[src/hw/rtl/credit_switch_allocator_5port_unit_macros.svh]
// Assertion helpers used by the allocator top-level RTL.
`ifndef CREDIT_SWITCH_ALLOCATOR_5PORT_UNIT_MACROS_SVH
`define CREDIT_SWITCH_ALLOCATOR_5PORT_UNIT_MACROS_SVH

// Same-cycle implication, disabled during reset.
`define CSA_ASSERT_NOW(label, clk, rst, ante, cons) \
   label: assert property (@(posedge clk) disable iff (rst) (ante) |-> (cons)) \
      else $error("allocator check failed");

// Next-cycle implication, disabled during reset.
`define CSA_ASSERT_NEXT(label, clk, rst, ante, cons) \
   label: assert property (@(posedge clk) disable iff (rst) (ante) |=> (cons)) \
      else $error("allocator check failed");

`endif

[src/hw/rtl/csa_pkg.sv]
`default_nettype none
package csa_pkg;

   localparam int NUM_PORTS  = 5;
   localparam int NUM_REQ    = 4;
   localparam int CFG_W      = 4;
   localparam int CREDIT_MAX = 15;
   localparam int CNT_W      = $clog2(CREDIT_MAX + 1);
   localparam int CMP_W      = (CNT_W > CFG_W) ? CNT_W : CFG_W;

   // port order: L=0, N=1, S=2, E=3, W=4
   localparam int PORT_L = 0;
   localparam int PORT_N = 1;
   localparam int PORT_S = 2;
   localparam int PORT_E = 3;
   localparam int PORT_W = 4;

   localparam logic [CFG_W-1:0] INIT_CREDITS_RST = 4'd4;

   // one-hot grant codes, MSB is the first requester
   localparam logic [NUM_REQ-1:0] GNT_REQ0 = 4'b1000;
   localparam logic [NUM_REQ-1:0] GNT_REQ1 = 4'b0100;
   localparam logic [NUM_REQ-1:0] GNT_REQ2 = 4'b0010;
   localparam logic [NUM_REQ-1:0] GNT_REQ3 = 4'b0001;
   localparam logic [NUM_REQ-1:0] GNT_IDLE = 4'b0000;

   typedef logic [NUM_REQ-1:0] grant_type;
   typedef logic [CNT_W-1:0]   credit_type;

   typedef struct packed {
      grant_type grant;     // grant after this step
      logic      cnt_zero;  // counter currently empty
   } lane_status_type;

   function automatic credit_type clamp_credit(input logic [CFG_W-1:0] v);
      if (CMP_W'(v) > CMP_W'(CREDIT_MAX)) begin
         return CNT_W'(CREDIT_MAX);
      end
      return CNT_W'(v);
   endfunction

   // port number of requester i of output o (the output skips itself)
   function automatic int req_port(input int o, input int i);
      return (i < o) ? i : i + 1;
   endfunction

endpackage
`default_nettype wire

[src/hw/rtl/csa_req_if.sv]
`default_nettype none
interface csa_req_if import csa_pkg::*; ();
   logic                 valid;
   logic                 ready;
   logic [NUM_REQ-1:0]   req_to_local;
   logic [NUM_REQ-1:0]   req_to_north;
   logic [NUM_REQ-1:0]   req_to_south;
   logic [NUM_REQ-1:0]   req_to_east;
   logic [NUM_REQ-1:0]   req_to_west;
   logic [NUM_PORTS-1:0] credit_return;

   modport source (
      output valid, req_to_local, req_to_north, req_to_south, req_to_east,
             req_to_west, credit_return,
      input  ready
   );
   modport sink (
      input  valid, req_to_local, req_to_north, req_to_south, req_to_east,
             req_to_west, credit_return,
      output ready
   );
endinterface
`default_nettype wire

[src/hw/rtl/csa_rsp_if.sv]
`default_nettype none
interface csa_rsp_if import csa_pkg::*; ();
   logic                 valid;
   logic                 ready;
   logic [NUM_REQ-1:0]   grant_local;
   logic [NUM_REQ-1:0]   grant_north;
   logic [NUM_REQ-1:0]   grant_south;
   logic [NUM_REQ-1:0]   grant_east;
   logic [NUM_REQ-1:0]   grant_west;
   logic [NUM_PORTS-1:0] send_request;

   modport source (
      output valid, grant_local, grant_north, grant_south, grant_east,
             grant_west, send_request,
      input  ready
   );
   modport sink (
      input  valid, grant_local, grant_north, grant_south, grant_east,
             grant_west, send_request,
      output ready
   );
endinterface
`default_nettype wire

[src/hw/rtl/csa_lane.sv]
`default_nettype none
// One output port: grant holder and credit counter.
module csa_lane import csa_pkg::*; (
   input  wire logic            clock,
   input  wire logic            reset,
   input  wire logic            step,
   input  wire grant_type       req_bits,
   input  wire logic            credit_in,
   input  wire logic            load,
   input  wire credit_type      load_value,
   output lane_status_type      status
);

   grant_type  grant_ff, grant_in;
   credit_type cnt_ff, cnt_in;
   grant_type  hold;
   grant_type  pick;

   always_comb begin
      hold = grant_ff & req_bits;
      if (req_bits[3])      pick = GNT_REQ0;
      else if (req_bits[2]) pick = GNT_REQ1;
      else if (req_bits[1]) pick = GNT_REQ2;
      else if (req_bits[0]) pick = GNT_REQ3;
      else                  pick = GNT_IDLE;

      if (cnt_ff == '0)  grant_in = GNT_IDLE;
      else if (|hold)    grant_in = hold;
      else               grant_in = pick;

      cnt_in = cnt_ff;
      if (grant_in == GNT_IDLE) begin
         if (credit_in && cnt_ff != CNT_W'(CREDIT_MAX)) cnt_in = cnt_ff + 1'b1;
      end else if (!credit_in && cnt_ff != '0) begin
         cnt_in = cnt_ff - 1'b1;
      end
   end

   always_ff @(posedge clock) begin
      if (reset) begin
         grant_ff <= GNT_IDLE;
         cnt_ff   <= clamp_credit(INIT_CREDITS_RST);
      end else if (load) begin
         cnt_ff   <= load_value;  // grant holder kept
      end else if (step) begin
         grant_ff <= grant_in;
         cnt_ff   <= cnt_in;
      end
   end

   assign status.grant    = grant_in;
   assign status.cnt_zero = (cnt_ff == '0);

endmodule
`default_nettype wire

[src/hw/rtl/csa_merge.sv]
`default_nettype none
// Folds the per-output grants into the per-input send vector (L is MSB).
module csa_merge import csa_pkg::*; (
   input  wire grant_type            grants [NUM_PORTS],
   output logic [NUM_PORTS-1:0]      send_request
);

   always_comb begin
      send_request = '0;
      for (int o = 0; o < NUM_PORTS; o++) begin
         for (int i = 0; i < NUM_REQ; i++) begin
            if (grants[o][NUM_REQ-1-i]) begin
               send_request[NUM_PORTS-1-req_port(o, i)] = 1'b1;
            end
         end
      end
   end

endmodule
`default_nettype wire

[src/hw/rtl/credit_switch_allocator_5port_unit.sv]
// Credit-based switch allocator for a five-port mesh router (L, N, S, E, W).
// req_chan: one word per clock tick while req_chan.ready is high, carrying, per
//   output, the four request bits of the other ports (first requester in the
//   MSB) and one credit return bit per output (L in the MSB).
// rsp_chan: one word per accepted request word: the one-hot grant of each
//   output after the tick (zero when idle) and send_request, the per-input
//   OR of all grants (L in the MSB).
// csr_wr_en/csr_wr_data: initial credit count; a write reloads every credit
//   counter at once and leaves grant holders alone. Write only when idle.
// Latency: the response word is valid the cycle after the request word is
//   accepted. Throughput: one word per cycle while the response register is
//   free; all five output lanes update together on each accepted word.
// Reset: every output idle, every counter loaded with 4 (limited to the
//   counter maximum).
// Stall: the response register holds its word while rsp_chan.ready is low;
//   a new request is taken in the same cycle the held word drains, and none
//   is taken while the held word waits.
`default_nettype none
`include "credit_switch_allocator_5port_unit_macros.svh"
module credit_switch_allocator_5port_unit import csa_pkg::*; (
   input  wire logic              clock,
   input  wire logic              reset,
   csa_req_if.sink                req_chan,
   csa_rsp_if.source              rsp_chan,
   input  wire logic              csr_wr_en,
   input  wire logic [CFG_W-1:0]  csr_wr_data
);

   logic            req_accept;
   logic            rsp_valid_ff, rsp_valid_in;
   grant_type       req_bits   [NUM_PORTS];
   grant_type       lane_grant [NUM_PORTS];
   lane_status_type lane_stat  [NUM_PORTS];
   grant_type       grant_ff   [NUM_PORTS];
   logic [NUM_PORTS-1:0] send_in, send_ff;
   credit_type      load_value;

   // Output register frees up when empty or draining this cycle.
   assign req_chan.ready = !rsp_valid_ff || rsp_chan.ready;
   assign req_accept     = req_chan.valid && req_chan.ready;
   assign load_value     = clamp_credit(csr_wr_data);

   assign req_bits[PORT_L] = req_chan.req_to_local;
   assign req_bits[PORT_N] = req_chan.req_to_north;
   assign req_bits[PORT_S] = req_chan.req_to_south;
   assign req_bits[PORT_E] = req_chan.req_to_east;
   assign req_bits[PORT_W] = req_chan.req_to_west;

   // One lane per output port; credit_return has L in the MSB.
   for (genvar o = 0; o < NUM_PORTS; o++) begin : g_lane
      csa_lane u_lane (
         .clock      (clock),
         .reset      (reset),
         .step       (req_accept),
         .req_bits   (req_bits[o]),
         .credit_in  (req_chan.credit_return[NUM_PORTS-1-o]),
         .load       (csr_wr_en),
         .load_value (load_value),
         .status     (lane_stat[o])
      );
      assign lane_grant[o] = lane_stat[o].grant;
   end

   csa_merge u_merge (
      .grants       (lane_grant),
      .send_request (send_in)
   );

   always_comb begin
      rsp_valid_in = rsp_valid_ff;
      if (req_accept)          rsp_valid_in = 1'b1;
      else if (rsp_chan.ready) rsp_valid_in = 1'b0;
   end

   always_ff @(posedge clock) begin
      if (reset) rsp_valid_ff <= 1'b0;
      else       rsp_valid_ff <= rsp_valid_in;
   end

   // Payload: no reset needed.
   always_ff @(posedge clock) begin
      if (req_accept) begin
         grant_ff <= lane_grant;
         send_ff  <= send_in;
      end
   end

   assign rsp_chan.valid        = rsp_valid_ff;
   assign rsp_chan.grant_local  = grant_ff[PORT_L];
   assign rsp_chan.grant_north  = grant_ff[PORT_N];
   assign rsp_chan.grant_south  = grant_ff[PORT_S];
   assign rsp_chan.grant_east   = grant_ff[PORT_E];
   assign rsp_chan.grant_west   = grant_ff[PORT_W];
   assign rsp_chan.send_request = send_ff;

   // Every accepted word shows up at the output next cycle.
   `CSA_ASSERT_NEXT(a_rsp_after_accept, clock, reset, req_accept, rsp_valid_ff)
   // The local output grants nothing while its counter is empty.
   `CSA_ASSERT_NEXT(a_no_credit_no_grant, clock, reset,
      req_accept && lane_stat[PORT_L].cnt_zero, grant_ff[PORT_L] == GNT_IDLE)
   // Local, north and west grants are one-hot or idle.
   `CSA_ASSERT_NOW(a_grant_onehot, clock, reset, rsp_valid_ff,
      $onehot0(grant_ff[PORT_L]) && $onehot0(grant_ff[PORT_N]) && $onehot0(grant_ff[PORT_W]))
   // Local send bit is the OR of the other outputs' first-requester grants.
   `CSA_ASSERT_NOW(a_send_local, clock, reset, rsp_valid_ff,
      send_ff[NUM_PORTS-1] == (grant_ff[PORT_N][3] || grant_ff[PORT_S][3] ||
                               grant_ff[PORT_E][3] || grant_ff[PORT_W][3]))

endmodule
`default_nettype wire
[src/flat_wrapper.sv]
// flat-port wrapper written by rule: the top's interface ports become plain ports
module credit_switch_allocator_5port_unit_flat import csa_pkg::*;
  (clock, reset, csr_wr_en, csr_wr_data, req_chan_valid, req_chan_req_to_local, req_chan_req_to_north, req_chan_req_to_south, req_chan_req_to_east, req_chan_req_to_west, req_chan_credit_return, req_chan_ready, rsp_chan_valid, rsp_chan_grant_local, rsp_chan_grant_north, rsp_chan_grant_south, rsp_chan_grant_east, rsp_chan_grant_west, rsp_chan_send_request, rsp_chan_ready);
  csa_req_if req_chan_i ();
  csa_rsp_if rsp_chan_i ();
  input  wire logic clock;
  input  wire logic reset;
  input  wire logic csr_wr_en;
  input  wire logic [CFG_W-1:0] csr_wr_data;
  input wire logic [$bits(req_chan_i.valid)-1:0] req_chan_valid;
  input wire logic [$bits(req_chan_i.req_to_local)-1:0] req_chan_req_to_local;
  input wire logic [$bits(req_chan_i.req_to_north)-1:0] req_chan_req_to_north;
  input wire logic [$bits(req_chan_i.req_to_south)-1:0] req_chan_req_to_south;
  input wire logic [$bits(req_chan_i.req_to_east)-1:0] req_chan_req_to_east;
  input wire logic [$bits(req_chan_i.req_to_west)-1:0] req_chan_req_to_west;
  input wire logic [$bits(req_chan_i.credit_return)-1:0] req_chan_credit_return;
  output wire logic [$bits(req_chan_i.ready)-1:0] req_chan_ready;
  output wire logic [$bits(rsp_chan_i.valid)-1:0] rsp_chan_valid;
  output wire logic [$bits(rsp_chan_i.grant_local)-1:0] rsp_chan_grant_local;
  output wire logic [$bits(rsp_chan_i.grant_north)-1:0] rsp_chan_grant_north;
  output wire logic [$bits(rsp_chan_i.grant_south)-1:0] rsp_chan_grant_south;
  output wire logic [$bits(rsp_chan_i.grant_east)-1:0] rsp_chan_grant_east;
  output wire logic [$bits(rsp_chan_i.grant_west)-1:0] rsp_chan_grant_west;
  output wire logic [$bits(rsp_chan_i.send_request)-1:0] rsp_chan_send_request;
  input wire logic [$bits(rsp_chan_i.ready)-1:0] rsp_chan_ready;
  assign req_chan_i.valid = req_chan_valid;
  assign req_chan_i.req_to_local = req_chan_req_to_local;
  assign req_chan_i.req_to_north = req_chan_req_to_north;
  assign req_chan_i.req_to_south = req_chan_req_to_south;
  assign req_chan_i.req_to_east = req_chan_req_to_east;
  assign req_chan_i.req_to_west = req_chan_req_to_west;
  assign req_chan_i.credit_return = req_chan_credit_return;
  assign req_chan_ready = req_chan_i.ready;
  assign rsp_chan_valid = rsp_chan_i.valid;
  assign rsp_chan_grant_local = rsp_chan_i.grant_local;
  assign rsp_chan_grant_north = rsp_chan_i.grant_north;
  assign rsp_chan_grant_south = rsp_chan_i.grant_south;
  assign rsp_chan_grant_east = rsp_chan_i.grant_east;
  assign rsp_chan_grant_west = rsp_chan_i.grant_west;
  assign rsp_chan_send_request = rsp_chan_i.send_request;
  assign rsp_chan_i.ready = rsp_chan_ready;
  credit_switch_allocator_5port_unit u_core (.clock(clock), .reset(reset), .req_chan(req_chan_i), .rsp_chan(rsp_chan_i), .csr_wr_en(csr_wr_en), .csr_wr_data(csr_wr_data));
endmodule
[config.mk]
export PLATFORM = sky130hd
export DESIGN_NAME = credit_switch_allocator_5port_unit_flat
export DESIGN_NICKNAME = d
export VERILOG_FILES = /design/src/hw/rtl/csa_pkg.sv /design/src/hw/rtl/csa_req_if.sv /design/src/hw/rtl/csa_rsp_if.sv /design/src/hw/rtl/csa_lane.sv /design/src/hw/rtl/csa_merge.sv /design/src/hw/rtl/credit_switch_allocator_5port_unit.sv /design/src/flat_wrapper.sv
export VERILOG_INCLUDE_DIRS = /design/src /design/src/hw/rtl
export SDC_FILE = /design/constraint.sdc
export NUM_CORES = 1
export LEC_CHECK = 0
export BUFFER_PORTS_ARGS = -buffer_cell sky130_fd_sc_hd__buf_2
export CELL_PAD_IN_SITES_DETAIL_PLACEMENT = 2
export CELL_PAD_IN_SITES_GLOBAL_PLACEMENT = 2
export CORE_AREA = 2 2 107 109
export DETAILED_ROUTE_END_ITERATION = 10
export DIE_AREA = 0 0 109 111
export PLACE_DENSITY = 0.76
export SLEW_MARGIN = 30
export SYNTH_ARGS = -nofsm -noshare
export SYNTH_HDL_FRONTEND = slang
export SYNTH_HIERARCHICAL = 1
export SYNTH_SLANG_ARGS = --single-unit
[constraint.sdc]
create_clock -name clock -period 2.85 [get_ports clock]
set_clock_uncertainty 0.2 [all_clocks]
set_input_delay 0.57 -clock clock [delete_from_list [all_inputs] [get_ports clock]]
set_output_delay 0.57 -clock clock [all_outputs]
set_load 0.01 [all_outputs]
Word level (Yosys, flattened, before mapping)
Index checks and enable logic that the tools add are counted.

Order comparisons: 1. Multiplexer cells: 65. $add $sub $neg: 10. Equality and inequality tests: 10. Bitwise operators: 6. Reduce and logical (&&, ||, !) cells: 56.

Operators with widths (number): 2-to-1 mux 4 bit (42); zero test 4 bit (10); adder 4 x 1 -> 4 bit, second input constant (5); bitwise AND 4 bit (5); inequality test 4 bit, second input constant (5); nonzero test 4 bit (5); OR reduction 4 bit (5); subtractor 4 x 1 -> 4 bit, second input constant (5); 2-to-1 mux 3 bit (5); inequality test 3 x 2 -> 1 bit, second input constant (5); AND reduction 3 bit (5); nonzero test 3 bit (5); OR reduction 3 bit (5); 2-to-1 mux 1 bit (13); logical AND 1 bit (11); 2-to-1 mux 2 bit (5); zero test 1 bit (6); > comparator 4 bit, second input constant (1); nonzero test 2 bit (2); AND reduction 2 bit (1); logical OR 1 bit (1); inverter 1 bit (1).

Output and inout bits: 27. Bits of input ports: 34. Flip-flop bits (word level): 66. Logic and storage cells: 169.

Depth between registers and ports, before layout
Gate-level depths: netlist (run 1).

Depth in word-level cells: 10. Gate-level depth with buffers: 8. Mapped depth without buffers: 8.

Cells and area by module
Netlist (run 1), hierarchy kept.

By module, submodules not included: csa_lane (cells an instance 68, instances 5, area each 625.6 sq um); credit_switch_allocator_5port_unit (cells an instance 30, instances 1, area each 805.8 sq um); csa_merge (cells an instance 5, instances 1, area each 37.5 sq um).

Worst setup path after synthesis (run 1)
No wires, ideal clock.

Kind: reg-to-reg. Start: reg u_core.g_lane[0].u_lane.cnt_ff[0]. End: reg u_core.g_lane[0].u_lane.cnt_ff[3]. Data arrival time: 2.062 ns. Buffers on the path: 0. Required time: 2.576 ns. Path slack: 0.514 ns. Cell stages (with the launch flop): 9. Library setup time: 0.074 ns. Cell sequence: dfxtp_1 > or4_4 > clkinv_4 > nor2_1 > ha_1 > a21o_1 > a211oi_1 > o2111ai_1 > a31oi_1.

RTL lines: start, declared (RTL line csa_lane.sv:15) `credit_type cnt_ff, cnt_in;`; start signal, assigned (RTL line csa_lane.sv:42) `cnt_ff <= clamp_credit(INIT_CREDITS_RST);`; start signal, assigned (RTL line csa_lane.sv:44) `cnt_ff <= load_value;`; start signal, assigned (RTL line csa_lane.sv:47) `cnt_ff <= cnt_in;`.

==> results by group, run 1 <==
Power and ir drop
  • P_leak: 0.00192 uW
  • Clock power frac: 0.382
  • Internal Power: about 1900 uW
  • Maximum vdd drop: slightly above 200 uV
  • Part of the power in registers: 0.413
  • Power per standard cell area: 556 nW/um^2
  • Switching share of total power: 0.286
  • Final Power: 2670 uW
  • P_sw: 764 uW
  • Logic pwr share: 0.205

Route
  • Vias: 3519
  • DR iter-0 viols: between 200 and 250
  • Detailed Route WL: between 10 and 15 mm
  • Vias per cell: 5.88
  • Antenna Nets Post-Route: 0
  • Remaining DRCs: 0
  • Pre-antenna DRT Iters: 5
  • Drt wl/cell: between 20 and 25 um

Logic synthesis
  • Main area contributors after synthesis: dfxtp_1 21%, edfxtp_1 19%, mux2i_1 3.8%
  • EDFF count, synth: 25
  • Main synth FF type: dfxtp_1
  • Async SR Flop Fraction: 0
  • Synth top area share: 0.207
  • Mapped Cells: 375
  • Post-synthesis sequential area ratio: 0.396
  • Flops & latches, synth: 66
  • Largest area contributor in the synthesized netlist: dfxtp_1
  • Commonest cells in the netlist: 41 x dfxtp_1, 35 x nor2_1, 25 x a21oi_1, 25 x edfxtp_1
  • Syn_nets: between 400 and 500
  • Top-count cell post-synth: dfxtp_1
  • Synth unique cells: 41
  • Yosys warns: 6
  • Avg Synthesized Cell Area: 10.6 sq um
  • Cell Area, Synth: 3970 sq um

Final layout
  • Post-route cell area: 4800 sq um
  • Fin nets: 499
  • P&R area growth vs syn: 20.9%
  • ANT cells: 0
  • Fillers: between 1000 and 1500
  • Share of layout cells above drive strength 1: 0.281
  • Util after Layout: 0.434

STA
  • Slew Viols, Final: 0
  • Maximum clock rate: 380 MHz
  • Final setup viols: 0
  • Actual slew at the worst max-slew pin: 0.534 ns
  • Final Hold Fails: 0
  • Unrepaired setup endpoints after global routing: false
  • Crit path time final: 2.63 ns
  • Slew HR: 0.644
  • Final Cycle Share: 0.922
  • Total negative slack: 0 ns

Setup path
  • Crit path capture type: register
  • R2r startpoint: u_core/g_lane[0].u_lane/cnt_ff[0]
  • Required time worst endpoint: approximately 2.9 ns
  • Worst EP arrival: 2.68 ns
  • Worst-path cell chain: or4_4 > clkinv_4 > nor2_1 > ha_1 > a21o_1 > a211oi_1 > o2111ai_1 > a31oi_1
  • Slowest-stage cell, CP: or4_4
  • Family with the most delay on the worst path: compound AO/OA/AOI/OAI gates
  • CP Class: reg2reg
  • Critical path fanouts, max: 7
  • WP buf/inv: 1
  • CP max stage delay: 0.60 ns
  • Worst Setup SP: u_core/g_lane[0].u_lane/cnt_ff[0]
  • Worst setup SP type: register

CTS
  • CTS clk-pin slew, worst paths: 0.05 ns
  • # hold bufs at CTS: 0
  • Total CTS buffers: 9
  • CTS tree: yes
  • Clock tree buffer depth: 2
  • Post_cts resized: 0
  • Sink Count: 66
  • Worst-Skew Late Latency: between 0.3 and 0.4 ns
  • Post-CTS setup buffer count: 0
  • Max H-tree Level: 3
  • Root Driver: clkbuf_16

Placement
  • Detail Placement HPWL: 9.06 mm
  • Routability Congestion: just under 0.8
  • Port bufs: 60
  • Placed inst area: around 4500 sq um

Floorplanning
  • Die Y: 111 um
  • Core area: 11100 sq um
  • Row cnt: 39
  • Initial Utilization: 0.359
  • Io pins: 61
  • Die Wd: 109 um
  • Die ar.: 12100 sq um

Global routing
  • Initial antenna violation count: 0
  • Largest net degree at the start of global routing: 37
  • First-pass GRT wire length: 19.8 mm
  • Total GRT Usage: 0.210
  • Vias in the first global route: 3748
  • GRT overflow: 0

Run
  • Maxcap violations: 0

Worst hold path
  • Min-Delay Path Class: reg2reg
  • Hold path startpoint: u_core/g_lane[3].u_lane/grant_ff[3]

Run status
  • Status: finished clean
==> state kept, by name (all words and copies together) (netlist names) <==
signal	cells
u_core/rsp_chan.grant_north	4
u_core/g_lane.u_lane/cnt_ff	20
u_core/rsp_chan.send_request	5
u_core/rsp_chan.grant_east	4
u_core/g_lane.u_lane/grant_ff	20
u_core/rsp_chan.valid	1
u_core/rsp_chan.grant_south	4
u_core/rsp_chan.grant_local	4
u_core/rsp_chan.grant_west	4
==> power by group through the flow <==
stage          combinational (uW)  clock (uW)  sequential, uW
6_report                      548        1020            1100
5_1_grt                       613        1090            1110
4_1_cts                       554        1040            1100
3_5_place_dp                  549           0            1120
3_3_place_gp                  524           0            1120
2_1_floorplan                 334           0            1120
==> layer usage <==
layer | global-route usage | up-vias | part of all wire
li1 | - | 1671 | -
met1 | 0.266 | 1785 | 0.45
met2 | 0.367 | 54 | 0.51
met3 | 0.0388 | 9 | 0.029
met4 | 0.0487 | 0 | 0.0099
met5 | 0 | - | 0
==> kinds of logic (layout without fill, tap and decap cells) <==
group | Yosys count | in the layout | synth area share
buffers and inverters | 26 | 106 | 0.0309
multiplexers | 15 | 15 | 0.0378
AO/OA/AOI/OAI | 136 | 136 | 0.284
AND/OR/NAND/NOR | 112 | 112 | 0.184
flip-flops | 66 | 66 | 0.396
XOR/XNOR | 5 | 5 | 0.0110
adder cells (fa/ha/maj) | 15 | 15 | 0.0567
==> worst register-to-register path: stages (launching register included) <==
cell and delay, ns:
dfxtp_1 0.38, or4_4 0.60, clkinv_4 0.09, nor2_1 0.11
ha_1 0.33, a21o_1 0.19, a211oi_1 0.25, o2111ai_1 0.15
a31oi_1 0.24
==> cell type report <==
type	count	area, sq um	area share
Multi-Input combinational cell	283	2280	0.474
Sequential cell	66	1570	0.327
Clock buffer	16	272	0.0565
Tap cell	143	179	0.0373
Timing Repair Buffer	74	418	0.0870
Inverter	16	85.1	0.0177
==> stage by stage <==
stage               hold slack [ns]  cells  worst slack [ns]
floorplan                     0.261    375             0.514
global placement              0.276    582             0.242
detailed placement            0.289    582            0.0759
CTS                           0.294    598             0.207
global route                  0.298    598            0.0602
finish                        0.299    598             0.222
==> cells in the final DEF, fill, tap and decap left out, types with 9 or more instances in the layout <==
cell type   n
dfxtp_1    41
inv_1      11
nor2_1     35
mux2i_1    15
clkbuf_16   9
nand3_1    15
a211oi_1   15
o2111ai_1  10
edfxtp_1   25
a21o_1     10
buf_4      13
buf_2      60
nor3_1     10
a21oi_1    25
ha_1       10
nand2_1    10
o211a_1    15
a31oi_1    10
==> final timing paths <==
| kind | endpoint | slack, ns | cells past startpoint |
|---|---|---|---|
| max | u_core/g_lane[0].u_lane/cnt_ff[3] | 0.22 | 8 |
| min | u_core/g_lane[3].u_lane/grant_ff[3] | 0.30 | 2 |
| max reg2reg | u_core/g_lane[0].u_lane/cnt_ff[3] | 0.22 | 8 |
| min reg2reg | u_core/g_lane[3].u_lane/grant_ff[3] | 0.30 | 2 |
No activity file was read; power rests on OpenSTA's default activity.
==> inputs of run 2 (changes only) <==
Settings changed: PLACE_DENSITY 0.76 to 0.8.
==> run 2 against run 1 <==
  * Worst setup slack gained 0.037 ns
  * Highest routed layer unchanged
  * Global-route usage grew 0.56 points
  * Clock-buffer cell count shrank 4
  * Critical path depth is the same
  * Maximum frequency grew 1.4%
  * Largest power group unchanged
  * Sequential share of layout area grew 0.20 points
  * Critical endpoint is now u_core/g_lane[3].u_lane/cnt_ff[3]
  * Design area shrank 0.60%
  * Final cell count is the same
  * Flip-flop and latch count is the same
  * Largest cell class unchanged
  * Via count is essentially flat
==> results by group, run 2 (synthesized netlist as in run 1, its figures left out) <==
Placement
  • Port bufs: 60
  • Placed inst area: 4520 sq um
  • Setup WS pre-CTS: 0.240 ns
  • Cell count after placement: 582
  • Routability Congestion: 0.795
  • Detail Placement HPWL: 9.22 mm

CTS
  • Worst-Skew Late Latency: 0.33 ns
  • Root Driver: clkbuf_16
  • CTS clk-pin slew, worst paths: 0.06 ns
  • CTS tree: yes
  • Post-CTS setup buffer count: 0
  • # hold bufs at CTS: 0
  • Max H-tree Level: 3
  • Total CTS buffers: 9
  • Clock tree buffer depth: 2
  • Sink Count: 66
  • Post_cts resized: 0

Floorplanning
  • Die ar.: around 12000 sq um
  • Io pins: 61
  • Row cnt: 39
  • Core area: 11100 sq um
  • Die Y: ~110 um
  • Initial Utilization: 0.359
  • Die Wd: approximately 110 um

Run
  • Maxcap violations: 0

Route
  • DR iter-0 viols: 230
  • Drt wl/cell: a little over 20 um
  • Vias: 3516
  • Vias per cell: 5.88
  • Remaining DRCs: 0
  • Pre-antenna DRT Iters: 4
  • Antenna Nets Post-Route: 0
  • Detailed Route WL: 12.4 mm

Power and ir drop
  • Switching share of total power: 0.297
  • P_leak: 0.00192 uW
  • Logic pwr share: 0.210
  • P_sw: 782 uW
  • Clock power frac: 0.372
  • Part of the power in registers: 0.419
  • Internal Power: ~1800 uW
  • Power per standard cell area: about 550 nW/um^2
  • Maximum vdd drop: 209 uV

Global routing
  • First-pass GRT wire length: 20.3 mm
  • GRT overflow: 0
  • Met3 Usage GRT: 0.0312
  • GR Layer Usage met2: 0.374
  • Met1 Resource Use GR: 0.275
  • Total GRT Usage: 0.216
  • Top Usage Layer GRT: met2
  • Initial antenna violation count: 0
  • Largest net degree at the start of global routing: 39
  • Vias in the first global route: 3845

STA
  • Crit path time final: 2.59 ns
  • Final setup viols: 0
  • Actual slew at the worst max-slew pin: about 0.57 ns
  • Slew HR: 0.622
  • Post-route setup slack: 0.259 ns
  • Final Hold Fails: 0
  • Total negative slack: 0 ns
  • Final Cycle Share: 0.909
  • Unrepaired setup endpoints after global routing: false
  • Slew Viols, Final: 0
  • Maximum clock rate: between 300 and 400 MHz

Setup path
  • Worst setup SP type: register
  • Critical path fanouts, max: 7
  • Required time worst endpoint: 2.91 ns
  • Reg2Reg Depth: 8
  • CP Class: reg2reg
  • Crit path capture type: register
  • Internal reg-to-reg setup slack: 0.26 ns
  • R2r startpoint: u_core/g_lane[3].u_lane/cnt_ff[0]
  • Worst EP arrival: 2.65 ns
  • Worst R2R End: u_core/g_lane[3].u_lane/cnt_ff[3]

Run status
  • Status: finished clean

Final layout
  • Fin nets: 499
  • P&R area growth vs syn: 20.2%
  • Post-route cell area: 4770 sq um
  • Non-Filler Instances: around 600
  • Share of layout cells above drive strength 1: 0.284
  • Util after Layout: 0.431
  • Commonest non-fill, non-tap cell in the layout: buf_2
  • ANT cells: 0
  • Most frequent cells in the layout: 60 x buf_2, 41 x dfxtp_1, 35 x nor2_1

Worst hold path
  • Min-Delay Path Class: in2reg
  • Hold path startpoint: req_chan_valid
  • Worst Hold Path EP: u_core/rsp_chan.valid
  • Hold Path Stages: 3
run 2: cell types whose count changed in the layout (fill, tap and decap cells not counted), sizes merged:
cell	change
clkinv	+4
clkbuf	-4
run 2: metrics by stage:
stage,hold WS [ns],power [uW]
after floorplan,0.261,1450
after detailed placement,0.308,1670
after global placement,0.277,1640
final,0.306,2630
after global routing,0.326,2770
after CTS,0.291,2660
run 2: final cells by class:
| class | instances | area (sq um) |
|---|---|---|
| Clock buffer | 12 | 236 |
| Sequential cell | 66 | 1570 |
| Timing Repair Buffer | 74 | 405 |
| Clock inverter | 4 | 18.8 |
| Multi-Input combinational cell | 283 | 2280 |
| Fill cell | 1174 | 6300 |
| Inverter | 16 | 85.1 |
| Tap cell | 143 | 179 |
run 2: metal layers:
layer	wire, um	up-vias
li1	-	1677
met1	5550	1771
met2	6360	57
met3	351	11
met4	156	0
met5	0	-
run 2: how the worst max path moves through the flow:
| stage | slack (ns) | end | from |
|---|---|---|---|
| 2_1_floorplan | 0.51 | u_core/g_lane[0].u_lane/cnt_ff[3] | u_core/g_lane[0].u_lane/cnt_ff[0] |
| 4_1_cts | 0.25 | u_core/g_lane[2].u_lane/cnt_ff[3] | u_core/g_lane[2].u_lane/cnt_ff[0] |
| 3_3_place_gp | 0.31 | u_core/g_lane[0].u_lane/cnt_ff[3] | req_chan_req_to_local[2] |
| 5_1_grt | 0.06 | u_core/g_lane[1].u_lane/cnt_ff[3] | u_core/g_lane[1].u_lane/cnt_ff[0] |
| 6_report | 0.26 | u_core/g_lane[3].u_lane/cnt_ff[3] | u_core/g_lane[3].u_lane/cnt_ff[0] |
| 3_5_place_dp | 0.24 | u_core/g_lane[2].u_lane/cnt_ff[3] | req_chan_req_to_south[2] |
run 2: power groups by stage:
stage / clock network (uW) / registers [uW] / logic (uW)
floorplan: 0 / 1120 / 334
global placement: 0 / 1120 / 520
detailed placement: 0 / 1120 / 549
CTS: 1000 / 1100 / 556
global route: 1050 / 1110 / 612
finish: 977 / 1100 / 551
run 2: worst max-delay path, cell delays in order, from the launching register on:
cell       delay (ns)
dfxtp_1          0.38
or4_4            0.60
clkinv_4         0.10
nor2_1           0.11
ha_1             0.32
a21o_1           0.20
a211oi_1         0.26
o2111ai_1        0.16
a31oi_1          0.19
